**config.mk**
```make
export PLATFORM = sky130hd
export DESIGN_NAME = midi_acia_6850_loopback_flat
export DESIGN_NICKNAME = d
export VERILOG_FILES = /design/src/design/mal_pkg.sv /design/src/design/mal_if.sv /design/src/design/mal_ctrl.sv /design/src/design/mal_dpath.sv /design/src/design/midi_acia_6850_loopback.sv /design/src/flat_wrapper.sv
export SDC_FILE = /design/constraint.sdc
export NUM_CORES = 1
export LEC_CHECK = 0
export ABC_AREA = 1
export BUFFER_PORTS_ARGS = -buffer_cell sky130_fd_sc_hd__buf_2
export CAP_MARGIN = 30
export CORE_AREA = 8 8 92 103
export CTS_CLUSTER_SIZE = 16
export DETAILED_ROUTE_END_ITERATION = 8
export DIE_AREA = 0 0 100 111
export PLACE_DENSITY = 0.83
export SETUP_SLACK_MARGIN = 0.1
export SLEW_MARGIN = 15
export SYNTH_ARGS = -nofsm -noshare
export SYNTH_HDL_FRONTEND = slang
export SYNTH_SLANG_ARGS = --single-unit
```
**constraint.sdc**
```tcl
create_clock -name clk -period 5.6 [get_ports clk]
set_clock_uncertainty 0.05 [all_clocks]
set_input_delay 0.56 -clock clk [delete_from_list [all_inputs] [get_ports clk]]
set_output_delay 0.56 -clock clk [all_outputs]
set_load 0.01 [all_outputs]
```
**src/design/mal_pkg.sv**
```systemverilog
// Package for the MIDI ACIA loopback block: operation codes, status bits,
// control masks, routing codes, register indexes and shared structs.
// No dependencies; the other design files, apart from mal_if, refer to it by scoped names.
package mal_pkg;

  // Operation codes carried by an input beat.
  localparam logic [2:0] OP_RD_STATUS = 3'd0;
  localparam logic [2:0] OP_RD_DATA   = 3'd1;
  localparam logic [2:0] OP_WR_CTRL   = 3'd2;
  localparam logic [2:0] OP_WR_DATA   = 3'd3;
  localparam logic [2:0] OP_RX_BYTE   = 3'd4;
  localparam logic [2:0] OP_TICK      = 3'd5;

  // Status register bits.
  localparam logic [7:0] ST_IRQ  = 8'h80;
  localparam logic [7:0] ST_TDRE = 8'h02;
  localparam logic [7:0] ST_RDRF = 8'h01;

  // Control register fields.
  localparam logic [7:0] CTRL_RX_IE      = 8'h80;
  localparam logic [7:0] CTRL_TX_MASK    = 8'h60;
  localparam logic [7:0] CTRL_TX_IE_CODE = 8'h20;
  localparam logic [7:0] CTRL_MR_MASK    = 8'h03;

  // Transmit routing codes; the unused code drops the byte.
  localparam logic [1:0] ROUTE_DROP = 2'd0;
  localparam logic [1:0] ROUTE_OUT  = 2'd1;
  localparam logic [1:0] ROUTE_LOOP = 2'd2;

  // Configuration register indexes.
  localparam logic REG_TX_ROUTE  = 1'b0;
  localparam logic REG_TX_CYCLES = 1'b1;

  localparam logic [15:0] TX_CYCLES_RESET = 16'd2560;
  localparam int          RX_DEPTH_DEF    = 2;

  // Decoded command from the controller to the datapath.
  typedef struct packed {
    logic exec;
    logic rd_status;
    logic rd_data;
    logic wr_ctrl;
    logic wr_data;
    logic rx_byte;
    logic tick;
  } cmd_t;

  // Configuration write toward the datapath.
  typedef struct packed {
    logic        en;
    logic        idx;
    logic [15:0] data;
  } cfg_wr_t;

endpackage

```
**src/design/mal_if.sv**
```systemverilog
// Valid/ready channel interfaces for the input and result beats.
// Depends on nothing but the field widths of the block.
interface mal_in_if;
  logic       valid;
  logic       ready;
  logic [2:0] operation;
  logic [7:0] data_in;

  modport source (output valid, output operation, output data_in, input ready);
  modport sink (input valid, input operation, input data_in, output ready);
endinterface

interface mal_out_if;
  logic       valid;
  logic       ready;
  logic [7:0] read_data;
  logic       irq_line;
  logic       tx_valid;
  logic [7:0] tx_byte;

  modport source (output valid, output read_data, output irq_line, output tx_valid,
                  output tx_byte, input ready);
  modport sink (input valid, input read_data, input irq_line, input tx_valid,
                input tx_byte, output ready);
endinterface

```
**src/design/mal_ctrl.sv**
```systemverilog
// Handshake controller: tracks the result register and decodes operations.
// Depends on mal_pkg for operation codes and the command struct.
module mal_ctrl (
  input  logic          clk,
  input  logic          rst_n,
  input  logic          in_valid,
  input  logic [2:0]    in_operation,
  output logic          in_ready,
  output logic          out_valid,
  input  logic          out_ready,
  output mal_pkg::cmd_t cmd
);

  localparam logic ST_EMPTY = 1'b0;
  localparam logic ST_FULL  = 1'b1;

  logic state_r, state_nxt;
  logic accept;

  assign in_ready  = (state_r == ST_EMPTY) || out_ready;
  assign out_valid = (state_r == ST_FULL);
  assign accept    = in_valid && in_ready;

  always_comb begin
    state_nxt = state_r;
    unique case (state_r)
      ST_EMPTY: if (accept) state_nxt = ST_FULL;
      ST_FULL:  if (out_ready && !accept) state_nxt = ST_EMPTY;
      default:  state_nxt = ST_EMPTY;
    endcase
  end

  always_ff @(posedge clk) begin
    if (!rst_n) state_r <= ST_EMPTY;
    else        state_r <= state_nxt;
  end

  always_comb begin
    cmd           = '0;
    cmd.exec      = accept;
    unique case (in_operation)
      mal_pkg::OP_RD_STATUS: cmd.rd_status = accept;
      mal_pkg::OP_RD_DATA:   cmd.rd_data   = accept;
      mal_pkg::OP_WR_CTRL:   cmd.wr_ctrl   = accept;
      mal_pkg::OP_WR_DATA:   cmd.wr_data   = accept;
      mal_pkg::OP_RX_BYTE:   cmd.rx_byte   = accept;
      mal_pkg::OP_TICK:      cmd.tick      = accept;
      default:               cmd.tick      = 1'b0;
    endcase
  end

  // An accepted beat always leaves a result waiting in the next cycle.
  a_accept_fills: assert property (@(posedge clk) disable iff (!rst_n)
    accept |=> out_valid)
    else $error("accepted beat produced no result");

  // A result that was not taken is still offered.
  a_result_held: assert property (@(posedge clk) disable iff (!rst_n)
    out_valid && !out_ready |=> out_valid)
    else $error("result dropped without handshake");

  // At most one operation strobe per command.
  a_cmd_onehot: assert property (@(posedge clk) disable iff (!rst_n)
    $onehot0({cmd.rd_status, cmd.rd_data, cmd.wr_ctrl, cmd.wr_data, cmd.rx_byte,
              cmd.tick}))
    else $error("several operation strobes at once");

endmodule

```
**src/design/mal_dpath.sv**
```systemverilog
// Datapath: configuration, flags, transmit timer, receive FIFO memory and
// the result register. Depends on mal_pkg for codes and the command structs.
module mal_dpath #(
  parameter int RX_DEPTH = mal_pkg::RX_DEPTH_DEF
) (
  input  logic             clk,
  input  logic             rst_n,
  input  mal_pkg::cmd_t    cmd,
  input  logic [7:0]       data_in,
  input  mal_pkg::cfg_wr_t cfg_wr,
  output logic [1:0]       tx_route,
  output logic [15:0]      tx_byte_cycles,
  output logic [7:0]       read_data,
  output logic             irq_line,
  output logic             tx_valid,
  output logic [7:0]       tx_byte
);

  localparam int IDX_W = (RX_DEPTH > 1) ? $clog2(RX_DEPTH) : 1;
  localparam int CNT_W = $clog2(RX_DEPTH + 1);
  localparam int SUM_W = CNT_W + 1;

  logic [1:0]       tx_route_r;
  logic [15:0]      tx_cycles_r;
  logic [7:0]       ctrl_r, ctrl_nxt;
  logic             tx_ie_r, tx_ie_nxt;
  logic             rdrf_r, rdrf_nxt;
  logic             tdre_r, tdre_nxt;
  logic [7:0]       last_r, last_nxt;
  logic [CNT_W-1:0] count_r, count_nxt;
  logic [IDX_W-1:0] head_r, head_nxt, head_inc, wr_idx;
  logic [15:0]      cd_r, cd_nxt;
  logic [7:0]       head_data_r;
  logic [7:0]       fifo_mem [RX_DEPTH];

  logic [7:0]       rd_r, rd_nxt;
  logic             irq_r, irq_nxt;
  logic             txv_r;
  logic [7:0]       txb_r;

  logic             master_reset, pop, push;
  logic [SUM_W-1:0] slot_sum;
  logic [7:0]       status;

  always_ff @(posedge clk) begin
    if (!rst_n) begin
      tx_route_r  <= mal_pkg::ROUTE_DROP;
      tx_cycles_r <= mal_pkg::TX_CYCLES_RESET;
    end else if (cfg_wr.en) begin
      if (cfg_wr.idx == mal_pkg::REG_TX_ROUTE) tx_route_r  <= cfg_wr.data[1:0];
      else                                     tx_cycles_r <= cfg_wr.data;
    end
  end

  assign tx_route       = tx_route_r;
  assign tx_byte_cycles = tx_cycles_r;

  assign master_reset = cmd.wr_ctrl &&
                        ((data_in & mal_pkg::CTRL_MR_MASK) == mal_pkg::CTRL_MR_MASK);
  assign pop  = cmd.rd_data && (count_r != '0);
  assign push = (cmd.rx_byte || (cmd.wr_data && tx_route_r == mal_pkg::ROUTE_LOOP)) &&
                (count_r < CNT_W'(RX_DEPTH));

  assign head_inc = (head_r == IDX_W'(RX_DEPTH - 1)) ? '0 : head_r + 1'b1;

  // Write slot is head plus count, wrapped once around the depth.
  always_comb begin
    slot_sum = SUM_W'(head_r) + SUM_W'(count_r);
    if (slot_sum >= SUM_W'(RX_DEPTH)) slot_sum = slot_sum - SUM_W'(RX_DEPTH);
    wr_idx = IDX_W'(slot_sum);
  end

  assign status = (tdre_r ? mal_pkg::ST_TDRE : 8'h00) |
                  (rdrf_r ? mal_pkg::ST_RDRF : 8'h00) |
                  (irq_r  ? mal_pkg::ST_IRQ  : 8'h00);

  always_comb begin
    ctrl_nxt  = ctrl_r;
    tx_ie_nxt = tx_ie_r;
    rdrf_nxt  = rdrf_r;
    tdre_nxt  = tdre_r;
    last_nxt  = last_r;
    count_nxt = count_r;
    head_nxt  = head_r;
    cd_nxt    = cd_r;
    if (pop) begin
      last_nxt  = head_data_r;
      head_nxt  = head_inc;
      count_nxt = count_r - 1'b1;
      rdrf_nxt  = (count_r != CNT_W'(1));
    end
    if (push) begin
      count_nxt = count_r + 1'b1;
      rdrf_nxt  = 1'b1;
    end
    if (cmd.wr_ctrl) begin
      ctrl_nxt  = data_in;
      tx_ie_nxt = ((data_in & mal_pkg::CTRL_TX_MASK) == mal_pkg::CTRL_TX_IE_CODE);
    end
    if (master_reset) begin
      rdrf_nxt = 1'b0;
      tdre_nxt = 1'b1;
      cd_nxt   = '0;
    end
    if (cmd.wr_data) begin
      tdre_nxt = 1'b0;
      cd_nxt   = (tx_cycles_r == '0) ? 16'd1 : tx_cycles_r;
    end
    if (cmd.tick && cd_r != '0) begin
      cd_nxt = cd_r - 1'b1;
      if (cd_r == 16'd1) tdre_nxt = 1'b1;
    end
    irq_nxt = (rdrf_nxt && ((ctrl_nxt & mal_pkg::CTRL_RX_IE) != 8'h00)) ||
              (tx_ie_nxt && tdre_nxt);
    if (cmd.rd_status)    rd_nxt = status;
    else if (cmd.rd_data) rd_nxt = last_nxt;
    else                  rd_nxt = 8'h00;
  end

  always_ff @(posedge clk) begin
    if (!rst_n) begin
      ctrl_r  <= '0;
      tx_ie_r <= 1'b0;
      rdrf_r  <= 1'b0;
      tdre_r  <= 1'b1;
      last_r  <= '0;
      count_r <= '0;
      head_r  <= '0;
      cd_r    <= '0;
      irq_r   <= 1'b0;
    end else if (cmd.exec) begin
      ctrl_r  <= ctrl_nxt;
      tx_ie_r <= tx_ie_nxt;
      rdrf_r  <= rdrf_nxt;
      tdre_r  <= tdre_nxt;
      last_r  <= last_nxt;
      count_r <= count_nxt;
      head_r  <= head_nxt;
      cd_r    <= cd_nxt;
      irq_r   <= irq_nxt;
    end
  end

  // FIFO memory; the head entry is kept in a register, with a bypass when
  // the slot being written is the new head.
  always_ff @(posedge clk) begin
    if (push) fifo_mem[wr_idx] <= data_in;
    head_data_r <= (push && wr_idx == head_nxt) ? data_in : fifo_mem[head_nxt];
  end

  always_ff @(posedge clk) begin
    if (cmd.exec) begin
      rd_r  <= rd_nxt;
      txv_r <= cmd.wr_data && (tx_route_r == mal_pkg::ROUTE_OUT);
      txb_r <= (cmd.wr_data && tx_route_r == mal_pkg::ROUTE_OUT) ? data_in : 8'h00;
    end
  end

  assign read_data = rd_r;
  assign irq_line  = irq_r;
  assign tx_valid  = txv_r;
  assign tx_byte   = txb_r;

  a_count_bound: assert property (@(posedge clk) disable iff (!rst_n)
    count_r <= CNT_W'(RX_DEPTH))
    else $error("FIFO count above depth");

  a_timer_busy: assert property (@(posedge clk) disable iff (!rst_n)
    cd_r != '0 |-> !tdre_r)
    else $error("transmitter empty while timer runs");

  a_write_busy: assert property (@(posedge clk) disable iff (!rst_n)
    cmd.wr_data |=> !tdre_r && cd_r != '0)
    else $error("data write did not start the transmitter");

endmodule

```
**src/design/midi_acia_6850_loopback.sv**
```systemverilog
// Top level of the MIDI ACIA loopback block: APB register decode and the
// controller and datapath. Depends on mal_pkg, mal_if, mal_ctrl and mal_dpath.
//
// A 6850-style ACIA with a small receive FIFO and a transmit busy timer. Each
// input beat is one status read, data read, control write, data write,
// received byte or tick, and produces exactly one result beat. For every beat
// the decode, flag update and FIFO access complete in the cycle it is accepted
// and the result lands in an output register, so the block takes one beat per
// clock as long as the result side keeps up. When a result waits, a new beat
// is still accepted in the cycle the waiting result is taken. The FIFO depth
// is the RX_DEPTH parameter; its storage is a small memory whose oldest entry
// is kept in a register so that a data read returns it immediately. No
// clearing pass is needed after reset. Registers:
// tx_route at byte address 0 (0 drop, 1 send out, 2 loop back) and
// tx_byte_cycles at byte address 4 (ticks the transmitter stays busy).
// Configure only while no beat is in flight.
module midi_acia_6850_loopback #(
  parameter int RX_DEPTH = mal_pkg::RX_DEPTH_DEF
) (
  input  logic        clk,
  input  logic        rst_n,
  mal_in_if.sink      in_bus,
  mal_out_if.source   out_bus,
  input  logic        cfg_psel,
  input  logic        cfg_penable,
  input  logic        cfg_pwrite,
  input  logic [2:0]  cfg_paddr,
  input  logic [31:0] cfg_pwdata,
  output logic [31:0] cfg_prdata,
  output logic        cfg_pready
);

  mal_pkg::cmd_t    cmd;
  mal_pkg::cfg_wr_t cfg_wr;
  logic [1:0]       tx_route;
  logic [15:0]      tx_byte_cycles;

  // APB: writes complete in the access phase, no wait states. Register index
  // comes from address bit 2; the low address bits are ignored.
  assign cfg_pready  = 1'b1;
  assign cfg_wr.en   = cfg_psel && cfg_penable && cfg_pwrite;
  assign cfg_wr.idx  = cfg_paddr[2];
  assign cfg_wr.data = cfg_pwdata[15:0];

  always_comb begin
    unique case (cfg_paddr[2])
      mal_pkg::REG_TX_ROUTE:  cfg_prdata = {30'b0, tx_route};
      mal_pkg::REG_TX_CYCLES: cfg_prdata = {16'b0, tx_byte_cycles};
      default:                cfg_prdata = '0;
    endcase
  end

  mal_ctrl u_ctrl (
    .clk          (clk),
    .rst_n        (rst_n),
    .in_valid     (in_bus.valid),
    .in_operation (in_bus.operation),
    .in_ready     (in_bus.ready),
    .out_valid    (out_bus.valid),
    .out_ready    (out_bus.ready),
    .cmd          (cmd)
  );

  mal_dpath #(
    .RX_DEPTH (RX_DEPTH)
  ) u_dpath (
    .clk            (clk),
    .rst_n          (rst_n),
    .cmd            (cmd),
    .data_in        (in_bus.data_in),
    .cfg_wr         (cfg_wr),
    .tx_route       (tx_route),
    .tx_byte_cycles (tx_byte_cycles),
    .read_data      (out_bus.read_data),
    .irq_line       (out_bus.irq_line),
    .tx_valid       (out_bus.tx_valid),
    .tx_byte        (out_bus.tx_byte)
  );

endmodule
```
**src/flat_wrapper.sv**
```systemverilog
// flat-port wrapper written by rule: the top's interface ports become plain ports
module midi_acia_6850_loopback_flat 
#(
  parameter int RX_DEPTH = mal_pkg::RX_DEPTH_DEF
)
  (clk, rst_n, cfg_psel, cfg_penable, cfg_pwrite, cfg_paddr, cfg_pwdata, cfg_prdata, cfg_pready, in_bus_valid, in_bus_operation, in_bus_data_in, in_bus_ready, out_bus_valid, out_bus_read_data, out_bus_irq_line, out_bus_tx_valid, out_bus_tx_byte, out_bus_ready);
  mal_in_if in_bus_i ();
  mal_out_if out_bus_i ();
  input  logic clk;
  input  logic rst_n;
  input  logic cfg_psel;
  input  logic cfg_penable;
  input  logic cfg_pwrite;
  input  logic [2:0] cfg_paddr;
  input  logic [31:0] cfg_pwdata;
  output logic [31:0] cfg_prdata;
  output logic cfg_pready;
  input wire logic [$bits(in_bus_i.valid)-1:0] in_bus_valid;
  input wire logic [$bits(in_bus_i.operation)-1:0] in_bus_operation;
  input wire logic [$bits(in_bus_i.data_in)-1:0] in_bus_data_in;
  output wire logic [$bits(in_bus_i.ready)-1:0] in_bus_ready;
  output wire logic [$bits(out_bus_i.valid)-1:0] out_bus_valid;
  output wire logic [$bits(out_bus_i.read_data)-1:0] out_bus_read_data;
  output wire logic [$bits(out_bus_i.irq_line)-1:0] out_bus_irq_line;
  output wire logic [$bits(out_bus_i.tx_valid)-1:0] out_bus_tx_valid;
  output wire logic [$bits(out_bus_i.tx_byte)-1:0] out_bus_tx_byte;
  input wire logic [$bits(out_bus_i.ready)-1:0] out_bus_ready;
  assign in_bus_i.valid = in_bus_valid;
  assign in_bus_i.operation = in_bus_operation;
  assign in_bus_i.data_in = in_bus_data_in;
  assign in_bus_ready = in_bus_i.ready;
  assign out_bus_valid = out_bus_i.valid;
  assign out_bus_read_data = out_bus_i.read_data;
  assign out_bus_irq_line = out_bus_i.irq_line;
  assign out_bus_tx_valid = out_bus_i.tx_valid;
  assign out_bus_tx_byte = out_bus_i.tx_byte;
  assign out_bus_i.ready = out_bus_ready;
  midi_acia_6850_loopback #(.RX_DEPTH(RX_DEPTH)) u_core (.clk(clk), .rst_n(rst_n), .in_bus(in_bus_i), .out_bus(out_bus_i), .cfg_psel(cfg_psel), .cfg_penable(cfg_penable), .cfg_pwrite(cfg_pwrite), .cfg_paddr(cfg_paddr), .cfg_pwdata(cfg_pwdata), .cfg_prdata(cfg_prdata), .cfg_pready(cfg_pready));
endmodule
```
==> qor.yml <==
synthesis:
  ys_ff_latch: 85
  async_flop_share: 0
  yosysWarningCount: 0
  synth_area_um2: 4380
  synthTopCellsByCount: "nand2_1, nor2_1, inv_1, dfxtp_1, nand3_1"
  synth.distinct_cells: 37
  synthFlopType: "dfxtp_1"
  synth-edff-count: 33
  syn_avg_cell_area_um2: 7.80
  yosysTopAreaCell: "dfxtp_1"
  netlist_instances: 562
  synth_seq_area_share: 0.464
  synth_top_area_share: 0.238
  yosysMostFrequentCell: "nand2_1"
  yosys-top-cells-area: "dfxtp_1, edfxtp_1, nand2_1"
clock_tree:
  ctsLongestPathBuffers: 2
  clk_pin_slew_ns: 0.09
  htreeDepth: 3
  numCtsBuffers: 9
  clock_latency_ns: 0.36
  cts_tree: "built"
  cts_root_buffer: "clkbuf_8"
  cts_setup_buffers: 0
  cts_sinks: 85
  post_cts_resized: 0
  cts_hold_repair.buffers: 0
die:
  core_area_um2: 7740
  io_pins: 106
  die_area_um2: 11100
  initial_utilization: 0.566
  placementRows: 34
  die_h_um: 111
  die_w_um: 100
route:
  drtIter0Drc: 139
  wl_met3_um: 519
  postRouteAntennaNets: 0
  first_pass_iters: 4
  drc: 0
  drt-met1-wl_mm: 3.91
  wl_per_cell_um: 13.6
  top_layer: "met4"
  routed_wl_mm: 10.0
  routed_via_density: 5.03
  met2_length_mm: 5.38
  vias: 3717
global_route:
  grt_pass1_wl_mm: 16.6
  grt_start_max_net_pins: 38
  grt_overflow_total: 0
  antenna_found_initial: 0
  track_usage: 0.183
  grt_pass1_vias: 3829
placement:
  dp.cells: 723
  gp_congestion: 0.889
  dp_hpwl_mm: 7.41
  io_buffers: 70
  dpl_cell_area_um2: 4710
power_and_ir_drop:
  p_per_area_nw_per_um2: 273
  max-vdd-ir-drop_mv: 0.134
  cellLeakagePower_uw: 0.00235
timing:
  fmax_mhz: 460
  relSlewSlack: 0.513
  min_period_ns: 2.18
  timing.final.crit_share: 0.389
  rsz0062_at_grt: "false"
  drv_slew: 0
  final-hold-violation-count: 0
  final.setup.tns_ns: 0
  setup_viol: 0
  hold_slack_ns: 0.359
  tightest_slew_ns: 0.731
layout:
  multiInputGateArea_um2: 1880
  drive_gt1_frac: 0.203
  fill_cells: 705
  seqCellArea_um2: 2030
  stdcell_area_um2: 4910
  synthToLayoutAreaGrowth_pct: 12.0
  diodes: 0
  fin_cells: 739
  postLayoutCoreUtil: 0.634
  nets: 684
critical_path:
  crit_path_end_kind: "flop"
  crit_required_ns: 5.55
  arrival_ns: 2.12
  worstPathMaxFanout: 28
  criticalPathCategory: "reg2reg"
  cp-start-kind: "flop"
worst_hold_path:
  hold_class: "in2reg"
run_status:
  status: "completed"
run:
  cap_violations: 0
==> logic make-up (layout without fill, tap and decap cells) <==
logic type                 after synthesis  in the layout  share of synthesized area
and+or+nand+nor                        268            268                      0.272
buffers and inverters                  114            168                      0.120
DFF                                     85             85                      0.464
AOI/OAI and AO/OA                       72             72                     0.0942
xor gates and xnor gates                 8              8                     0.0160
muxes                                    8              8                     0.0183
adders and majority gates                5              5                     0.0143
other                                    2             17                    0.00171
==> through the flow <==
stage          setup slack (ns)  total power, µW
2_1_floorplan              3.43              864
3_3_place_gp               3.18              902
3_5_place_dp               3.11              910
4_1_cts                    3.43             1340
5_1_grt                    3.27             1400
6_report                   3.42             1340
==> cell usage in the layout, fill, tap and decap left out, types with 2 or more instances in the layout <==
master,count
o21ai_1,9
o21ai_0,23
mux2i_1,8
a21oi_2,2
nand2_2,5
clkinv_4,2
dfxtp_1,52
nand3_1,37
conb_1,17
nand4_1,7
nand3_2,2
o21ai_2,9
inv_2,9
clkbuf_8,9
nand2_1,104
a21oi_1,25
edfxtp_1,33
xor2_1,5
xnor2_1,3
nor2_2,6
nor2_1,97
buf_2,70
nand2_4,2
ha_1,5
inv_1,72
o22ai_1,3
nor2_4,3
inv_6,2
==> where the power goes <==
part	switching, µW	internal [µW]
Clock	229	208
Combinational	146	74.6
Sequential	16.4	664
==> flip-flops by register name (all words and copies together) (netlist names), named ones only <==
register,count
u_core.u_dpath.tx_byte_cycles,16
u_core.u_dpath.irq_line,1
u_core.u_dpath.tx_ie_r,1
u_core.u_dpath.read_data,8
u_core.u_dpath.tdre_r,1
u_core.u_dpath.ctrl_r,1
u_core.u_dpath.tx_byte,8
u_core.u_dpath.cd_r,16
u_core.u_dpath.last_r,8
u_core.u_dpath.head_r,1
u_core.u_dpath.rdrf_r,1
u_core.u_ctrl.out_valid,1
u_core.u_dpath.tx_route,2
u_core.u_dpath.tx_valid,1
u_core.u_dpath.count_r,2
u_core.u_dpath.fifo_mem,16
==> metal layers <==
metal  track usage  vias to the layer above
met4        0.0788                        0
met3        0.0408                       20
met5             0                        -
li1              -                     1872
met1         0.189                     1704
met2         0.341                      121
==> cell type report <==
type                            instances  share of cell area
Sequential cell                        85               0.414
Tap cell                              108              0.0275
Inverter                               81              0.0620
Clock buffer                            9              0.0252
Multi-Input combinational cell        378               0.383
Clock inverter                          7              0.0150
Timing Repair Buffer                   71              0.0729
==> final timing paths <==
check                           from                            end  slack [ns]  cells after the start
max reg2reg  u_core.u_ctrl.out_valid  u_core.u_dpath.fifo_mem[0][3]        3.42                      6
min                in_bus_data_in[4]  u_core.u_dpath.fifo_mem[1][4]        0.36                      1
max          u_core.u_ctrl.out_valid  u_core.u_dpath.fifo_mem[0][3]        3.42                      6
min reg2reg   u_core.u_dpath.tx_ie_r         u_core.u_dpath.tx_ie_r        0.43                      2
==> critical path: stages, from the launching register on <==
cell,delay [ns]
dfxtp_1,0.35
a21oi_2,0.14
buf_4,0.33
nand3_1,0.15
nand2_1,0.14
nand2_2,0.12
nor2_1,0.53
Power figures use the tool's default switching activity.
